[src/hdl/cxm_div.sv]
// Restoring divider, one quotient bit per stage. Needs num < den << QW.
module cxm_div #(
  parameter int NW = 25,
  parameter int DW = 12,
  parameter int QW = 14
) (
  input  logic          clk,
  input  logic          en,
  input  logic [NW-1:0] num,
  input  logic [DW-1:0] den,
  output logic [QW-1:0] quo
);

  localparam int WW = ((NW > DW + QW) ? NW : DW + QW) + 1;

  logic [NW-1:0] rem_r [QW];
  logic [DW-1:0] den_r [QW];
  logic [QW-1:0] quo_r [QW];

  for (genvar s = 0; s < QW; s++) begin : g_st
    logic [WW-1:0] r_in;
    logic [WW-1:0] trial;
    logic [DW-1:0] d_in;
    logic [QW-1:0] q_in;
    if (s == 0) begin : g_first
      assign r_in = WW'(num);
      assign d_in = den;
      assign q_in = '0;
    end else begin : g_next
      assign r_in = WW'(rem_r[s-1]);
      assign d_in = den_r[s-1];
      assign q_in = quo_r[s-1];
    end
    assign trial = r_in - (WW'(d_in) << (QW - 1 - s));
    always_ff @(posedge clk) begin
      if (en) begin
        den_r[s] <= d_in;
        if (trial[WW-1]) begin
          rem_r[s] <= NW'(r_in);
          quo_r[s] <= q_in;
        end else begin
          rem_r[s] <= NW'(trial);
          quo_r[s] <= q_in | (QW'(1) << (QW - 1 - s));
        end
      end
    end
  end

  assign quo = quo_r[QW-1];

endmodule

[config.mk]
export PLATFORM = sky130hd
export DESIGN_NAME = cxm_div
export DESIGN_NICKNAME = d
export VERILOG_FILES = /design/src/hdl/cxm_div.sv
export SDC_FILE = /design/constraint.sdc
export NUM_CORES = 1
export LEC_CHECK = 0
export ABC_AREA = 1
export ABC_CLOCK_PERIOD_IN_PS = 5010
export BUFFER_PORTS_ARGS = -buffer_cell sky130_fd_sc_hd__buf_2
export CORE_MARGIN = 5
export CORE_UTILIZATION = 46
export CTS_BUF_LIST = sky130_fd_sc_hd__clkbuf_2 sky130_fd_sc_hd__clkbuf_4 sky130_fd_sc_hd__clkbuf_8
export CTS_CLUSTER_SIZE = 20
export DETAILED_ROUTE_END_ITERATION = 16
export GPL_TIMING_DRIVEN = 0
export PLACE_DENSITY = 0.67
export SYNTH_ARGS = -nofsm -noshare
export SYNTH_HDL_FRONTEND = slang
export SYNTH_SLANG_ARGS = --single-unit
[constraint.sdc]
create_clock -name clk -period 5.01 [get_ports clk]
set_input_delay 0.501 -clock clk [delete_from_list [all_inputs] [get_ports clk]]
set_output_delay 0.501 -clock clk [all_outputs]
set_load 0.05 [all_outputs]
==> results.toml <==
[pwr]
seqPwrFrac_pct = 46.5
total_power_mw = 13.72
intPower_mw = 9.386
combPwrFrac_pct = 23.6
p_leak_nw = 16.83
powerDensity_nw_per_um2 = 374.3
sw_frac_of_total_pct = 31.56
switchingPower_mw = 4.329
p_clk_share_pct = 29.9
peakVddDrop_mv = 0.2095

[floorplanning]
start_util_pct = 46.21
chipHeight_um = 277.5
fp.dieW_um = 277.5
row_count = 98
ios = 53
core_um2 = 71240
die_area_um2 = 77010

[worst_setup_path]
cp.required_ns = 5.45
critPathMaxFanout = 83
cp-start-kind = "input port"
end_kind = "flip-flop"
crit_type = "in2reg"
cp.arrival_ns = 3.38

[sta]
min_period_ns = 2.940
slew_headroom_pct = 38.83
finalSetupViolations = 0
holdWs_ns = 0.07865
slew_violations = 0
hold_viol = 0
worstMarginPinSlew_ns = 0.9176
post-route-period-util_pct = 58.69
clock_skew_ns = 0.06389
max_freq_mhz = 340.1
rsz0062_at_grt = "false"
fin_ws_ns = 2.070

[synthesis]
synth-edff-count = 585
syn_area_um2 = 32920
synth.distinct_cells = 44
synthTopCellsByArea = "edfxtp_1 (53%), nand2_1 (15%), ha_1 (6.3%), inv_1 (6.2%), nor2_1 (3.1%)"
synth-main-ff-cell = "edfxtp_1"
synth_top_cell_by_area = "edfxtp_1"
syn_avg_cell_area_um2 = 8.809
synthCells = 3737
synth_nets = 3956
yosysMostFrequentCell = "nand2_1"
synthTopCellsByCount = "nand2_1 (1332), edfxtp_1 (585), inv_1 (546)"
yosysWarnings = 0
seq_area_frac_synth_pct = 53.42
synth_top_area_share_pct = 53.36
ys_async_sr_fraction_pct = 0
ys_seq_elements = 586

[final_layout]
nets = 4133
drive_gt1_share_pct = 8.233
finalNonFillerCells = 4936
syn_to_final_growth_pct = 11.30
design_area_um2 = 36640

[routing]
totalWireLength_um = 77280
wl_per_cell_um = 15.66
detail-route-antenna-nets = 0
first_iter_violations = 1912
vias_per_cell = 4.978
first_pass_iters = 5
num_vias = 24570
drc = 0

[grt]
gr-total-overflow = 0
grt_max_degree = 84
antenna_found_initial = 3
grt_pass1_vias = 23650
grt_first_pass_wirelength_um = 124400
grt_use_total_pct = 20.04

[placed_design]
place_hpwl_um = 60060
gp_congestion = 0.9117
post-place-cells = 4746
io_buffers = 52
pre_cts_slack_ns = 1.241
postPlaceCellArea_um2 = 34560

[clock_network]
cts.sinks = 586
cts_tree = "done"
cts_max_level = 3
cts_buffer_depth = 3
clkSlewWorstSetupHoldPaths_ns = 0.06
clk_latency_ns = 0.71
clockRootBuffer = "clkbuf_8"
cts_buffers = 96
cts_resized = 0

[hold_path]
holdCritPathClass = "in2reg"

[run_status]
status = "completed"

[flow_run]
cap_violations = 0
-- worst max-delay path, stage by stage --
cell and delay (ns):
buf_8 0.43, buf_16 0.41, buf_2 0.28, buf_2 0.61, buf_2 0.43, nand4_1 0.25
o21ai_0 0.21, nand2_1 0.07
-- metrics by stage --
step / utilization (%) / setup TNS (ns)
floorplan: - / 0
global placement: 48.24 / -536.08
detailed placement: 48.51 / 0
CTS: 51.42 / 0
global route: 51.43 / 0
finish: 51.43 / 0
-- path summary, 6_finish.rpt --
| check | cells after the start | slack (ns) | end | from |
|---|---|---|---|---|
| setup / recovery | 8 | 2.07 | rem_r[1][46] | en |
| hold / removal | 1 | 0.08 | rem_r[0][0] | num[0] |
| setup reg to reg | 11 | 2.38 | rem_r[1][122] | den_r[1][36] |
| hold reg to reg | 0 | 0.35 | rem_r[1][28] | rem_r[1][3] |
-- cells by family (layout without fill, tap and decap cells) --
| group | after synthesis | count (layout) | synth area share, % |
|---|---|---|---|
| buffers and inverters | 613 | 860 | 7.362 |
| other | 0 | 2 | 0 |
| xor gates and xnor gates | 100 | 100 | 2.661 |
| and+or+nand+nor | 1968 | 1968 | 24.68 |
| adders and majority gates | 180 | 180 | 7.138 |
| AOI/OAI and AO/OA | 290 | 290 | 4.732 |
| DFF | 586 | 586 | 53.42 |
-- power groups by stage --
stage / Sequential [mW] / Clock, mW / Combinational [mW]
after floorplan: 6.31 / 0 / 2.46
after global placement: 6.48 / 0 / 3.15
after detailed placement: 6.47 / 0 / 3.20
after CTS: 6.37 / 4.25 / 3.23
after global routing: 6.41 / 4.48 / 3.72
final: 6.37 / 4.10 / 3.24
-- state kept, by name (all words and copies together), names as in the netlist --
register,count
quo_r,105
rem_r,325
den_r,156
-- final cells by class --
type | count | area [µm²]
fill | 6509 | 34600
clock inverter | 44 | 345.3
inverter | 559 | 2098
tap | 950 | 1189
multi-input combinational | 2538 | 12910
clock buffer | 124 | 1531
buffer | 54 | 341.6
sequential | 586 | 17590
timing repair buffer | 79 | 633.1
antenna | 2 | 5.005
-- cell usage in the layout (no fill, tap or decap), types with 20 or more instances in the layout --
| cell | instances |
|---|---|
| nor3_1 | 26 |
| nand3_1 | 190 |
| nand2_1 | 1332 |
| xnor2_1 | 68 |
| nand2_2 | 25 |
| nor2_1 | 274 |
| ha_1 | 167 |
| nand4_1 | 49 |
| clkbuf_8 | 96 |
| clkinv_1 | 24 |
| dlygate4sd3_1 | 20 |
| clkbuf_4 | 28 |
| a21oi_1 | 105 |
| nand3b_1 | 31 |
| o21ai_0 | 48 |
| o21ai_1 | 102 |
| inv_1 | 546 |
| xor2_1 | 32 |
| edfxtp_1 | 585 |
| buf_2 | 74 |
-- repair_timing --
action / 4_1_cts / 5_1_grt
setup buffers: 0 / 0
hold buffers: 20 / 0
endpoints found under the hold margin: 20 / 0
-- metal layers --
layer / GRT usage [%] / share of wire, % / vias to the layer above
met5: 0 / 0.0091 / -
met4: 6.970 / 3.3 / 2
met2: 33.23 / 46 / 643
li1: - / - / 12560
met3: 3.425 / 6.0 / 144
met1: 26.84 / 45 / 11220
(Power assumes the default switching activity.)
